--- src/rtl/cef_pkg.sv ---
// Shared types for the central extremum finder.
package cef_pkg;

   localparam int SampleBits = 16;
   localparam int BoundBits  = 16;
   localparam int ResultBits = 16;

   typedef struct packed {
      logic [SampleBits-1:0] sample;
      logic [BoundBits-1:0]  window_lo;
      logic [BoundBits-1:0]  window_hi;
      logic                  find_valley;
      logic                  last;
   } item_type;

endpackage

--- src/rtl/cef_in_stage.sv ---
// Input register stage: holds one request beat until the tracker takes it.
module cef_in_stage
   import cef_pkg::*;
(
   input  logic           clock,
   input  logic           reset,
   input  logic           in_valid,
   output logic           in_ready,
   input  item_type       in_item,
   output logic           item_valid,
   output item_type       item,
   input  logic           item_take
);

   logic     valid_ff, valid_in;
   item_type item_ff,  item_in;
   logic     accept;

   assign in_ready   = !valid_ff || item_take;
   assign accept     = in_valid && in_ready;
   assign item_valid = valid_ff;
   assign item       = item_ff;

   always_comb begin
      valid_in = valid_ff;
      item_in  = item_ff;
      if (accept) begin
         valid_in = 1'b1;
         item_in  = in_item;
      end else if (item_take) begin
         valid_in = 1'b0;
      end
   end

   always_ff @(posedge clock) begin
      if (reset) begin
         valid_ff <= 1'b0;
      end else begin
         valid_ff <= valid_in;
      end
      item_ff <= item_in;
   end

endmodule

--- src/rtl/cef_track.sv ---
// Window tracker: neighbor samples, best candidate and the result register.
module cef_track
   import cef_pkg::*;
#(
   parameter int POSITION_BITS = 16
)
(
   input  logic                  clock,
   input  logic                  reset,
   input  logic                  item_valid,
   input  item_type              item,
   output logic                  item_take,
   output logic                  out_valid,
   input  logic                  out_ready,
   output logic [ResultBits-1:0] out_position,
   output logic                  out_found
);

   localparam int P = POSITION_BITS;

   logic [SampleBits-1:0] older_ff, older_in, newer_ff, newer_in;
   logic [P:0]            count_ff, count_in;
   logic [P-1:0]          best_pos_ff, best_pos_in;
   logic [P-1:0]          best_margin_ff, best_margin_in;
   logic                  have_best_ff, have_best_in;
   logic                  rsp_valid_ff, rsp_valid_in;
   logic [ResultBits-1:0] rsp_pos_ff, rsp_pos_in;
   logic                  rsp_found_ff, rsp_found_in;

   logic [P-1:0] lo_raw, hi_raw, lo_s, hi_s;
   logic [P+1:0] centre;
   logic         interior, hit;
   logic [P:0]   ml;
   logic [P-1:0] mr, margin;
   logic         emit;

   // Last beat needs a free result slot; other beats always move on.
   assign item_take = item_valid && (!item.last || !rsp_valid_ff || out_ready);
   assign emit      = item_take && item.last;

   always_comb begin
      lo_raw = P'(item.window_lo);
      hi_raw = P'(item.window_hi);
      if (lo_raw > hi_raw) begin
         lo_s = hi_raw;
         hi_s = lo_raw;
      end else begin
         lo_s = lo_raw;
         hi_s = hi_raw;
      end
      // centre is the sample held in newer_ff
      centre   = {2'b00, lo_s} + {1'b0, count_ff} - (P+2)'(1);
      interior = (count_ff >= (P+1)'(2)) && (centre < {2'b00, hi_s});
      if (item.find_valley) begin
         hit = (older_ff > newer_ff) && (item.sample >= newer_ff);
      end else begin
         hit = (older_ff < newer_ff) && (item.sample <= newer_ff);
      end
      ml = count_ff - (P+1)'(1);
      mr = hi_s - centre[P-1:0];
      margin = (ml < {1'b0, mr}) ? ml[P-1:0] : mr;
   end

   always_comb begin
      older_in       = older_ff;
      newer_in       = newer_ff;
      count_in       = count_ff;
      best_pos_in    = best_pos_ff;
      best_margin_in = best_margin_ff;
      have_best_in   = have_best_ff;
      rsp_valid_in   = rsp_valid_ff && !out_ready;
      rsp_pos_in     = rsp_pos_ff;
      rsp_found_in   = rsp_found_ff;
      if (item_take) begin
         if (interior && hit && (!have_best_ff || best_margin_ff < margin)) begin
            best_pos_in    = centre[P-1:0];
            best_margin_in = margin;
            have_best_in   = 1'b1;
         end
         older_in = newer_ff;
         newer_in = item.sample;
         if (count_ff != {(P+1){1'b1}}) begin
            count_in = count_ff + (P+1)'(1);
         end
         if (emit) begin
            rsp_valid_in   = 1'b1;
            rsp_pos_in     = have_best_in ? ResultBits'(best_pos_in) : '0;
            rsp_found_in   = have_best_in;
            older_in       = '0;
            newer_in       = '0;
            count_in       = '0;
            best_pos_in    = '0;
            best_margin_in = '0;
            have_best_in   = 1'b0;
         end
      end
   end

   always_ff @(posedge clock) begin
      if (reset) begin
         older_ff       <= '0;
         newer_ff       <= '0;
         count_ff       <= '0;
         best_pos_ff    <= '0;
         best_margin_ff <= '0;
         have_best_ff   <= 1'b0;
         rsp_valid_ff   <= 1'b0;
      end else begin
         older_ff       <= older_in;
         newer_ff       <= newer_in;
         count_ff       <= count_in;
         best_pos_ff    <= best_pos_in;
         best_margin_ff <= best_margin_in;
         have_best_ff   <= have_best_in;
         rsp_valid_ff   <= rsp_valid_in;
      end
      rsp_pos_ff   <= rsp_pos_in;
      rsp_found_ff <= rsp_found_in;
   end

   assign out_valid    = rsp_valid_ff;
   assign out_position = rsp_pos_ff;
   assign out_found    = rsp_found_ff;

endmodule

--- src/rtl/central_extremum_finder_core.sv ---
// Central extremum finder: most central three-point peak or valley of a window.
//
// Request channel (req_): one beat per trace sample, in order from the lower
// window bound to the upper one; tlast marks the sample at the upper bound.
// Every beat carries both bounds (swapped if reversed) and the peak/valley
// select in tuser. Response channel (rsp_): one beat per window, sent for
// the tlast beat, with the position of the extremum that has the largest
// margin to the nearer bound (earliest wins on ties), or 0 with found = 0.
// After it is taken, the tlast beat passes the input register, then the
// tracker, whose result register holds the response and drives rsp_tvalid.
// Throughput: one sample per cycle while no last beat waits for the result
// slot; the compare/subtract path of the tracker is combinational.
// Stall: a waiting response holds in its register; non-last beats keep
// flowing, a last beat waits in the input register until the slot frees.
// Reset: synchronous; clears window state and both valid flags.
module central_extremum_finder_core
   import cef_pkg::*;
#(
   parameter int POSITION_BITS = 16
)
(
   input  logic                  clock,
   input  logic                  reset,
   input  logic                  req_tvalid,
   output logic                  req_tready,
   input  logic [47:0]           req_tdata,   // sample, window_lo, window_hi
   input  logic                  req_tuser,   // find_valley
   input  logic                  req_tlast,   // last
   output logic                  rsp_tvalid,
   input  logic                  rsp_tready,
   output logic [ResultBits-1:0] rsp_tdata,   // best_position
   output logic                  rsp_tuser    // found
);

   item_type in_item, item;
   logic     item_valid, item_take;

   assign in_item.sample      = req_tdata[15:0];
   assign in_item.window_lo   = req_tdata[31:16];
   assign in_item.window_hi   = req_tdata[47:32];
   assign in_item.find_valley = req_tuser;
   assign in_item.last        = req_tlast;

   cef_in_stage u_in_stage (
      .clock      (clock),
      .reset      (reset),
      .in_valid   (req_tvalid),
      .in_ready   (req_tready),
      .in_item    (in_item),
      .item_valid (item_valid),
      .item       (item),
      .item_take  (item_take)
   );

   cef_track #(
      .POSITION_BITS (POSITION_BITS)
   ) u_track (
      .clock        (clock),
      .reset        (reset),
      .item_valid   (item_valid),
      .item         (item),
      .item_take    (item_take),
      .out_valid    (rsp_tvalid),
      .out_ready    (rsp_tready),
      .out_position (rsp_tdata),
      .out_found    (rsp_tuser)
   );

endmodule

--- config.mk ---
export PLATFORM = sky130hd
export DESIGN_NAME = central_extremum_finder_core
export DESIGN_NICKNAME = d
export VERILOG_FILES = /design/src/rtl/cef_pkg.sv /design/src/rtl/cef_in_stage.sv /design/src/rtl/cef_track.sv /design/src/rtl/central_extremum_finder_core.sv
export SDC_FILE = /design/constraint.sdc
export NUM_CORES = 1
export LEC_CHECK = 0
export ABC_AREA = 0
export BUFFER_PORTS_ARGS = -buffer_cell sky130_fd_sc_hd__buf_4
export CAP_MARGIN = 10
export CORE_ASPECT_RATIO = 0.7
export CORE_MARGIN = 2
export CORE_UTILIZATION = 40
export CTS_CLUSTER_SIZE = 20
export DETAILED_ROUTE_END_ITERATION = 7
export RECOVER_POWER = 100
export SYNTH_ARGS = -nofsm -noshare
export SYNTH_HDL_FRONTEND = slang
export SYNTH_SLANG_ARGS = --single-unit
--- constraint.sdc ---
create_clock -name clock -period 12.2 [get_ports clock]
set_input_delay 1.22 -clock clock [delete_from_list [all_inputs] [get_ports clock]]
set_output_delay 1.22 -clock clock [all_outputs]
set_load 0.005 [all_outputs]
==> out/metrics.yaml, run 1 <==
power:
  pwr-share-seq: 0.272
  swShare: 0.416
  p_sw_w: 0.000844
  power_density_nw_per_um2: 174
  clockPowerShare: 0.246
  intPower_w: 0.00119
  peakVddDrop_mv: 0.110
  p_comb_frac: 0.482
  leakage_nw: 4.86
floorplan:
  num_rows: 49
  start_util: 0.404
  die-area_um2: 27100
  core_um2: 25500
  fp.dieH_um: 138
  die_w_um: 196
  io-pin-count: 73
sta:
  worstMarginPinSlew_ns: 2.23
  finalCriticalPeriod_ns: 10.87
  finalHoldViolCount: 0
  finalSetupTns_ns: 0
  clock_skew_ns: 0.0122
  fin_crit_sh: 0.891
  fin_hold_ws_ns: 0.456
  relSlewSlack: -0.485
  setup_viol: 0
  finalMaxSlewViolations: 61
  fmax_mhz: 92.0
  rsz0062_at_grt: "false"
setup_path:
  reg2reg_slack_ns: 1.33
  critPathCaptureType: "flip-flop"
  endpoint: "u_track.out_position[15]$_SDFFCE_PP0P_"
  reg2regPathDepth: 41
  cp.required_ns: 12.35
  crit_fanout: 31
  crit_path_frequent_cell: "ha_1"
  crit_slowest_cell: "o21ai_2"
  critPathMaxStageDelay_ns: 0.68
  r2r-start: "u_in_stage.item[19]$_DFFE_PP_"
  criticalPathCategory: "flip-flop to flip-flop"
  path_buf_inv: 5
  worstPathArrival_ns: 11.02
  cp-start-kind: "flip-flop"
  cp.depth: 41
  startpoint: "u_in_stage.item[19]$_DFFE_PP_"
  cp_top_family: "compound AO/OA/AOI/OAI gates"
  timing.rr.end: "u_track.out_position[15]$_SDFFCE_PP0P_"
synth:
  synthCells: 1169
  ys_warn_count: 0
  synth_edf_count: 67
  syn_nets: 1367
  ys_seq_elements: 151
  synth_area_um2: 10300
  async_reset_ff_frac: 0
  synthFlopType: "dfxtp_1"
  syn_area_per_cell_um2: 8.82
  synth_cell_types: 74
  seq_area_frac_synth: 0.358
final_layout:
  fin_nets: 1426
  drive_gt1_frac: 0.0991
  final_core_util: 0.458
  layout_commonest_cell: "ha_1"
  synthToLayoutAreaGrowth_pct: 13.3
  final_cell_mix: "142 x ha_1, 127 x inv_1, 105 x nand2_1"
  antenna_cells: 0
place:
  io_buffers: 72
  gp_congestion: 0.921
  dp_hpwl_um: 20800
grt:
  grt_usage: 0.203
  grt_antenna_before_repair: 0
  grt_max_degree: 42
  globalRouteOverflowTotal: 0
  first_global_vias: 8122
  grt_pass1_wl_um: 43400
clock_network:
  clockBufferDepth: 2
  numClockSinks: 151
  numCtsBuffers: 17
  htreeDepth: 4
  clkLatencyLatePin_ns: 0.44
  postCtsSetupRepairBufs: 0
  ctsRootBufferMaster: "clkbuf_16"
  hold_buffers: 0
  ctsResizeCount: 0
  clk_pin_slew_worst_paths_ns: 0.07
  cts_tree: "built"
detailed_routing:
  wire_per_inst_um: 17.1
  drc: 0
  drt_iter0_drc: 807
  vias_per_cell: 5.46
  ant_nets: 0
  routed_wirelength_um: 26900
  vias: 8583
  firstDrtPassIters: 5
job:
  max-cap-violations: 2
worst_hold_path:
  hp-class: "flip-flop to flip-flop"
  hold_path.startpoint: "u_track.older_ff[2]$_SDFFE_PP0P_"
status:
  status: "finished, violations left"
  violations: "max-capacitance violations, max-slew violations"
-- flip-flops by register name, summed over array words and instances, names as in the netlist --
name,count
u_track.best_margin_ff,16
u_track.out_position,16
u_track.count_ff,17
u_in_stage.item_valid,1
u_track.out_valid,1
u_track.newer_ff,16
u_track.out_found,1
u_in_stage.item,50
u_track.have_best_ff,1
u_track.best_pos_ff,16
u_track.older_ff,16
-- power groups by stage --
stage / logic (W) / clock network [W] / registers (W)
6_report: 0.000979 / 0.000499 / 0.000553
5_1_grt: 0.00109 / 0.000532 / 0.000554
4_1_cts: 0.000967 / 0.000510 / 0.000552
3_5_place_dp: 0.000951 / 0 / 0.000564
3_3_place_gp: 0.000948 / 0 / 0.000563
2_1_floorplan: 0.000697 / 0 / 0.000561
-- tightest hold or removal path: cells and delay by family (launching register included) --
family / cells / cell delay [ns]
compound gates: 1 / 0.05
flops: 1 / 0.31
simple gates: 1 / 0.05
-- routing by layer --
metal	track usage	up-vias	routed length (µm)
met4	0.0554	0	464
met3	0.0390	35	1570
met2	0.285	236	10900
met5	0	-	0
met1	0.313	4044	13900
li1	-	4268	-
-- metrics by stage --
step / setup WS (ns) / power [W] / cell area (µm²) / instances
3_3_place_gp: 1.86 / 0.00151 / 11200 / 1540
5_1_grt: 0.425 / 0.00218 / 11700 / 1572
3_5_place_dp: 1.68 / 0.00151 / 11200 / 1540
2_1_floorplan: 2.92 / 0.00126 / 10300 / 1169
4_1_cts: 1.59 / 0.00203 / 11700 / 1572
6_report: 1.33 / 0.00203 / 11700 / 1572
-- Yosys cell counts (3+ instances only) --
cell type	n	area (µm²)
o211ai_1	6	45.0
o221ai_1	4	35.0
nand4_1	17	106
xnor2_1	42	368
nor2b_1	13	81.3
dfxtp_1	84	1680
o31ai_1	5	37.5
mux2i_1	21	210
a21o_1	23	173
and4_1	4	35.0
inv_1	127	477
ha_1	142	1780
edfxtp_1	67	2010
or2_2	5	31.3
nor3b_1	3	22.5
o2111ai_1	4	35.0
o21ai_0	49	245
and3_1	8	50.1
xor2_1	11	96.3
a311oi_1	3	26.3
clkbuf_1	27	101
a31oi_1	7	43.8
o21bai_1	6	45.0
nand2_1	105	394
a32oi_1	4	35.0
o21a_1	11	82.6
o21ai_1	4	20.0
and2_1	7	43.8
a311o_1	3	30.0
nor4_1	9	56.3
nor2_1	82	308
nand3_1	60	300
a211oi_1	11	82.6
nor3_1	23	115
buf_2	10	50.1
nand2b_1	6	37.5
a22o_1	6	52.6
or3_1	3	18.8
a21oi_1	101	505
-- cell families after synthesis --
kind of cell | synth area share
AO/OA/AOI/OAI | 0.167
XOR/XNOR | 0.0450
adder cells (fa/ha/maj) | 0.176
buffers and inverters | 0.0628
flip-flops | 0.358
multiplexers | 0.0240
AND/OR/NAND/NOR | 0.167
-- cell type report --
| type | instances | area (µm²) |
|---|---|---|
| clock buffers | 17 | 425 |
| clock inverters | 15 | 118 |
| fillers | 2510 | 13800 |
| inverters | 129 | 484 |
| multi-input cells | 849 | 5980 |
| flip-flops and latches | 151 | 3690 |
| well taps | 331 | 414 |
| repair buffers | 80 | 571 |
-- how the worst min path moves through the flow --
stage | endpoint | slack (ns) | cells after the start
floorplan | u_track.best_pos_ff[13]$_SDFFE_PP0P_ | 0.42 | 2
global placement | u_track.best_margin_ff[0]$_SDFFE_PP0P_ | 0.44 | 2
detailed placement | u_track.best_pos_ff[3]$_SDFFE_PP0P_ | 0.44 | 2
CTS | u_track.best_pos_ff[14]$_SDFFE_PP0P_ | 0.46 | 2
global route | u_track.older_ff[2]$_SDFFE_PP0P_ | 0.47 | 2
finish | u_track.older_ff[2]$_SDFFE_PP0P_ | 0.46 | 2
Power figures use the tool's default switching activity.
==> inputs of run 2 (changes only) <==
--- a/config.mk
+++ b/config.mk
@@ -5,7 +5,7 @@
 export SDC_FILE = /design/constraint.sdc
 export NUM_CORES = 1
 export LEC_CHECK = 0
-export ABC_AREA = 0
+export ABC_AREA = 1
 export BUFFER_PORTS_ARGS = -buffer_cell sky130_fd_sc_hd__buf_4
 export CAP_MARGIN = 10
 export CORE_ASPECT_RATIO = 0.7
==> run 2 against run 1 <==
Effect of this change: the flow still finishes with violations (max-capacitance violations, max-slew violations); sequential share of layout area fell by 0.52 points; non-clock buffer count shrank 4; flip-flop and latch count unchanged; synthesized cell count increased by 19%; sequential power grew 2%; first-iteration DRC count fell by 3.8%; cell count grew 14%; utilization rose by 0.32 points; count of clock-buffer cells in the layout up 1; largest cell class unchanged.
==> out/metrics.yaml, run 2 <==
status:
  status: "finished, violations left"
  violations: "max-capacitance violations, max-slew violations"
floorplan:
  die-area_um2: 27600  # +1.9%
  fp.dieH_um: 140  # +0.95%
  core_um2: 25700  # +0.96%
  start_util: 0.408  # +0.00397
  die_w_um: 198  # +0.95%
  io-pin-count: 73  # unchanged
  num_rows: 49  # unchanged
final_layout:
  final_core_util: 0.461  # +0.00317
  final_cell_mix: "327 x nand2_1, 221 x inv_1, 142 x ha_1"
  fin_cells: 1793  # +14%
  largest_reg_flops: 50  # unchanged
  layout_commonest_cell: "nand2_1"
  largest_registers: "u_in_stage.item: 50 flops, u_track.count_ff: 17 flops"
  antenna_cells: 0  # unchanged
  top_register: "u_in_stage.item"
  fillerInstances: 2617  # +4.3%
  drive_gt1_frac: 0.0814  # -0.0177
  fin_nets: 1647  # +15%
  synthToLayoutAreaGrowth_pct: 13.0
detailed_routing:
  wire_per_inst_um: 15.3  # -11%
  drc: 0  # unchanged
  vias: 8894  # +3.6%
  vias_per_cell: 4.96  # -9.1%
  firstDrtPassIters: 5  # unchanged
  routed_wirelength_um: 27400  # +2.0%
  drt_iter0_drc: 776  # -3.8%
  ant_nets: 0  # unchanged
synth:
  ys_warn_count: 0  # unchanged
  synthFlopType: "dfxtp_1"
  ys_seq_elements: 151  # unchanged
  synth_edf_count: 67  # unchanged
  synthCells: 1387  # +19%
  syn_nets: 1585  # +16%
  synth_top_cells_by_area: "edfxtp_1 19%, ha_1 17%, dfxtp_1 16%"
  seq_area_frac_synth: 0.351  # -0.00686
  synth_common_cells: "324 x nand2_1, 221 x inv_1, 142 x ha_1"
  synth_area_um2: 10500  # +2.0%
  synth_top_area_cell: "edfxtp_1"
  yosysMostFrequentCell: "nand2_1"
  async_reset_ff_frac: 0  # unchanged
  syn_area_per_cell_um2: 7.58  # -14%
  yosysTopAreaCellShare: 0.191  # -0.00374
  synth_cell_types: 48  # -35%
power:
  leakage_nw: 5.49  # +13%
  peakVddDrop_mv: 0.0945  # -14%
  power_density_nw_per_um2: 190  # +9.2%
sta:
  setup_viol: 0  # unchanged
  fmax_mhz: 101  # +10%
  finalMaxSlewViolations: 120  # +97%
  clock_skew_ns: 0.00908  # -0.00311 ns
  relSlewSlack: -0.640  # -0.155
  finalSetupTns_ns: 0  # unchanged
  worstMarginPinSlew_ns: 2.46  # +0.232 ns
  finalCriticalPeriod_ns: 9.88  # -0.994 ns
  fin_crit_sh: 0.810  # -0.0815
  finalHoldViolCount: 0  # unchanged
  fin_ws_ns: 2.32  # +0.994 ns
  rsz0062_at_grt: "false"
clock_network:
  postCtsSetupRepairBufs: 0  # unchanged
  ctsResizeCount: 0  # unchanged
  clk_pin_slew_worst_paths_ns: 0.06  # about the same
  numClockSinks: 151  # unchanged
  cts_tree: "built"
  ctsRootBufferMaster: "clkbuf_16"
  hold_buffers: 0  # unchanged
  numCtsBuffers: 17  # unchanged
  clkLatencyLatePin_ns: 0.43  # about the same
  htreeDepth: 4  # unchanged
  clockBufferDepth: 2  # unchanged
setup_path:
  criticalPathCategory: "flip-flop to flip-flop"
  crit_slowest_cell: "nand2_1"
  crit_fanout: 56  # +81%
  critPathMaxStageDelay_ns: 0.62  # -0.06 ns
  cp-start-kind: "flip-flop"
  critPathCaptureType: "flip-flop"
  worstPathArrival_ns: 10.15  # -0.87 ns
  crit_path_frequent_cell: "nand2_1"
  cp.required_ns: 12.47  # +0.12 ns
place:
  place_ws_ns: 3.43  # +1.75 ns
  gp_congestion: 0.939  # +2.0%
  dp_hpwl_um: 21400  # +3.1%
  dp_cells: 1761  # +14%
  io_buffers: 72  # unchanged
grt:
  grt_pass1_wl_um: 44300  # +2.1%
  globalRouteOverflowTotal: 0  # unchanged
  grt_max_degree: 68  # +62%
  grt_usage: 0.206  # +0.00336
  grt_antenna_before_repair: 0  # unchanged
  first_global_vias: 8212  # +1.1%
worst_hold_path:
  hp-class: "flip-flop to flip-flop"
job:
  max-cap-violations: 3  # +1
run 2: cell types whose count changed after synthesis, moves of 22 or more:
cell and delta:
a21o_1 -22, a21oi_1 +27, inv_1 +94, nand2_1 +219, o21ai_0 +22, xnor2_1 -37
run 2: cell families (layout without fill, tap and decap cells):
family	after synthesis	in the layout	synth area share
AND/OR/NAND/NOR	557	557	0.227
XOR/XNOR	37	37	0.0308
AO/OA/AOI/OAI	237	237	0.122
adder cells (fa/ha/maj)	144	144	0.173
buffers and inverters	261	336	0.0961
flip-flops	151	151	0.351
run 2: worst paths after layout:
kind                                              from                                endpoint  slack, ns  depth (start not counted)
setup / recovery         u_in_stage.item[33]$_DFFE_PP_  u_track.best_margin_ff[2]$_SDFFE_PP0P_       2.32                         51
hold / removal    u_track.best_pos_ff[13]$_SDFFE_PP0P_    u_track.best_pos_ff[13]$_SDFFE_PP0P_       0.46                          2
setup reg to reg         u_in_stage.item[33]$_DFFE_PP_  u_track.best_margin_ff[2]$_SDFFE_PP0P_       2.32                         51
hold reg to reg   u_track.best_pos_ff[13]$_SDFFE_PP0P_    u_track.best_pos_ff[13]$_SDFFE_PP0P_       0.46                          2
run 2: stage by stage:
stage               instance area, µm²  power, W  hold slack (ns)
floorplan                        10500   0.00142            0.439
global placement                 11400   0.00170            0.450
detailed placement               11400   0.00172            0.455
CTS                              11900   0.00226            0.465
global route                     11900   0.00246            0.481
finish                           11900   0.00225            0.465
run 2: critical path: cells and delay by family, from the launching register on:
family	cells	cell delay [ns]
compound gates	9	1.51
xor+xnor	1	0.19
fa+ha+maj	7	2.33
buf+inv	6	0.93
flops	1	0.41
simple gates	28	4.35
run 2: layout make-up:
class / count / area [µm²] / area share
flip-flops and latches: 151 / 3690 / 0.311
multi-input cells: 975 / 5780 / 0.487
inverters: 228 / 856 / 0.0720
clock buffers: 18 / 429 / 0.0361
clock inverters: 14 / 148 / 0.0124
well taps: 331 / 414 / 0.0349
repair buffers: 76 / 556 / 0.0468
run 2: metal layers:
metal  global-route usage  part of all wire
met1                0.321              0.54
met2                0.285              0.39
met3               0.0509             0.067
met4               0.0388            0.0063
met5                    0                 0
run 2: power breakdown:
group	total [W]	leakage (nW)	internal (W)	switching (W)
Combinational	0.00116	3.88	0.000406	0.000752
Clock	0.000531	0.278	0.000303	0.000227
Sequential	0.000565	1.33	0.000551	0.0000145
==> inputs of run 3 (changes only) <==
==> constraint.sdc (replaced) <==
create_clock -name clock -period 10.15 [get_ports clock]
set_input_delay 1.015 -clock clock [delete_from_list [all_inputs] [get_ports clock]]
set_output_delay 1.015 -clock clock [all_outputs]
set_load 0.005 [all_outputs]
==> run 3 against run 2 <==
Effect of this change: the flow still finishes with violations (max-capacitance violations, max-slew violations); sequential share of layout area shrank 0.26 points; clock power up 31%; wire length rose by 0.86%; critical path depth up 3; register-to-register slack worse by 1.2 ns; critical path type unchanged; critical endpoint is now u_track.best_margin_ff[15]$_SDFFE_PP0P_.
==> out/metrics.yaml, run 3 (synthesized netlist as in run 2, its figures left out) <==
detailed_routing:
  routed_wirelength_um: 27700  # +0.86%
  wire_per_inst_um: 15.4  # +0.86%
  vias: 9081  # +2.1%
  drt_iter0_drc: 730  # -5.9%
  vias_per_cell: 5.06  # +2.1%
  ant_nets: 0  # unchanged
  firstDrtPassIters: 5  # unchanged
  drc: 0  # unchanged
sta:
  finalHoldViolCount: 0  # unchanged
  finalSetupTns_ns: 0  # unchanged
  setup_viol: 0  # unchanged
  relSlewSlack: -0.571  # +0.0691
  finalCriticalPeriod_ns: 9.05  # -0.824 ns
  finalMaxSlewViolations: 101  # -16%
  worstMarginPinSlew_ns: 2.36  # -0.104 ns
  rsz0062_at_grt: "false"
  fmax_mhz: 110  # +9.1%
  clock_skew_ns: 0.00750  # -0.00158 ns
  fin_crit_sh: 0.892  # +0.0824
floorplan:
  fp.dieH_um: 140  # unchanged
  die-area_um2: 27600  # unchanged
  num_rows: 49  # unchanged
  die_w_um: 198  # unchanged
  core_um2: 25700  # unchanged
  start_util: 0.408  # unchanged
  io-pin-count: 73  # unchanged
clock_network:
  htreeDepth: 4  # unchanged
  postCtsSetupRepairBufs: 0  # unchanged
  ctsRootBufferMaster: "clkbuf_16"
  cts_tree: "built"
  numCtsBuffers: 17  # unchanged
  clkLatencyLatePin_ns: 0.43  # about the same
  numClockSinks: 151  # unchanged
  hold_buffers: 0  # unchanged
  ctsResizeCount: 0  # unchanged
  clockBufferDepth: 2  # unchanged
  clk_pin_slew_worst_paths_ns: 0.06  # about the same
final_layout:
  layout_commonest_cell: "nand2_1"
  drive_gt1_frac: 0.0862  # +0.00479
  antenna_cells: 0  # unchanged
  multiInputGateArea_um2: 5810  # +0.50%
  fillerInstances: 2542  # -2.9%
  largest_registers: "u_in_stage.item: 50 flops, u_track.count_ff: 17 flops"
  final_cell_mix: "324 x nand2_1, 221 x inv_1, 142 x ha_1"
  fin_nets: 1647  # unchanged
  final_core_util: 0.465  # +0.00394
  top_register: "u_in_stage.item"
  largest_reg_flops: 50  # unchanged
  regArea_um2: 3690  # unchanged
  synthToLayoutAreaGrowth_pct: 13.9
setup_path:
  criticalPathCategory: "flip-flop to flip-flop"
  reg2reg_slack_ns: 1.10  # -1.23 ns
  critPathCaptureType: "flip-flop"
  startpoint: "u_in_stage.item[29]$_DFFE_PP_"
  cp-start-kind: "flip-flop"
  cp.required_ns: 10.43  # -2.04 ns
  timing.rr.end: "u_track.best_margin_ff[15]$_SDFFE_PP0P_"
  reg2regPathDepth: 54  # +5.9%
  r2r-start: "u_in_stage.item[29]$_DFFE_PP_"
  worstPathArrival_ns: 9.33  # -0.82 ns
  crit_fanout: 30  # -46%
  critPathMaxStageDelay_ns: 0.42  # -0.20 ns
  crit_slowest_cell: "edfxtp_1"
  endpoint: "u_track.best_margin_ff[15]$_SDFFE_PP0P_"
  crit_path_frequent_cell: "nand2_1"
grt:
  grt_max_degree: 68  # unchanged
  met3_usage: 0.0465  # -0.00436
  grt_pass1_wl_um: 44900  # +1.5%
  grtUsageMet1: 0.326  # +0.00448
  top_usage_layer: "met1"
  grt_usage: 0.209  # +0.00273
  grt_use_met2: 0.291  # +0.00556
  globalRouteOverflowTotal: 0  # unchanged
  first_global_vias: 8362  # +1.8%
  grt_antenna_before_repair: 0  # unchanged
status:
  violations: "max-capacitance violations, max-slew violations"
  status: "finished, violations left"
worst_hold_path:
  hp-class: "flip-flop to flip-flop"
power:
  peakVddDrop_mv: 0.124  # +31%
  p_total_w: 0.00279  # +24%
  leakage_nw: 5.55  # +1.1%
  power_density_nw_per_um2: 233  # +23%
place:
  io_buffers: 72  # unchanged
  dp_hpwl_um: 21600  # +0.57%
  gp_congestion: 0.979  # +4.3%
job:
  max-cap-violations: 2  # -1
## run 3: final cells by class
class,count,share of cell area
Clock inverter,7,0.00856
Timing Repair Buffer,76,0.0464
Inverter,228,0.0714
Multi-Input combinational cell,975,0.485
Sequential cell,151,0.308
Tap cell,331,0.0346
Clock buffer,25,0.0456
## run 3: worst min path at each step
stage                                                       from  cells after the start                                      to
after floorplan           u_track.best_margin_ff[0]$_SDFFE_PP0P_                      2  u_track.best_margin_ff[0]$_SDFFE_PP0P_
after global placement    u_track.best_margin_ff[0]$_SDFFE_PP0P_                      2  u_track.best_margin_ff[0]$_SDFFE_PP0P_
after detailed placement  u_track.best_margin_ff[0]$_SDFFE_PP0P_                      2  u_track.best_margin_ff[0]$_SDFFE_PP0P_
after CTS                 u_track.best_margin_ff[0]$_SDFFE_PP0P_                      2  u_track.best_margin_ff[0]$_SDFFE_PP0P_
after global routing            u_track.older_ff[2]$_SDFFE_PP0P_                      2        u_track.older_ff[2]$_SDFFE_PP0P_
final                     u_track.best_margin_ff[0]$_SDFFE_PP0P_                      2  u_track.best_margin_ff[0]$_SDFFE_PP0P_
## run 3: critical path: cells and delay by family, from the launching register on
kind | cells | cell delay, ns
adder cells (fa/ha/maj) | 6 | 1.93
AND/OR/NAND/NOR | 29 | 3.68
AO/OA/AOI/OAI | 10 | 1.50
buffers and inverters | 8 | 1.16
XOR/XNOR | 1 | 0.19
flip-flops | 1 | 0.42
## run 3: report_power, final
group	total (W)	internal [W]	switching, W
Sequential	0.000680	0.000662	0.0000174
Clock	0.000693	0.000426	0.000267
Combinational	0.00142	0.000491	0.000925
## run 3: through the flow
step	hold WS, ns	setup slack, ns	cell area (µm²)	instances
detailed placement	0.454	1.26	11400	1761
finish	0.462	1.10	12000	1793
floorplan	0.439	2.47	10500	1387
global route	0.482	0.0509	12000	1793
CTS	0.464	1.18	12000	1793
global placement	0.450	1.37	11400	1761
## run 3: layer usage
metal  part of all wire  up-vias  wire [µm]
li1                   -     4681          -
met1               0.54     4142      14800
met2               0.39      244      10900
met3              0.061       14       1680
met4             0.0077        0        214
met5                  0        -          0
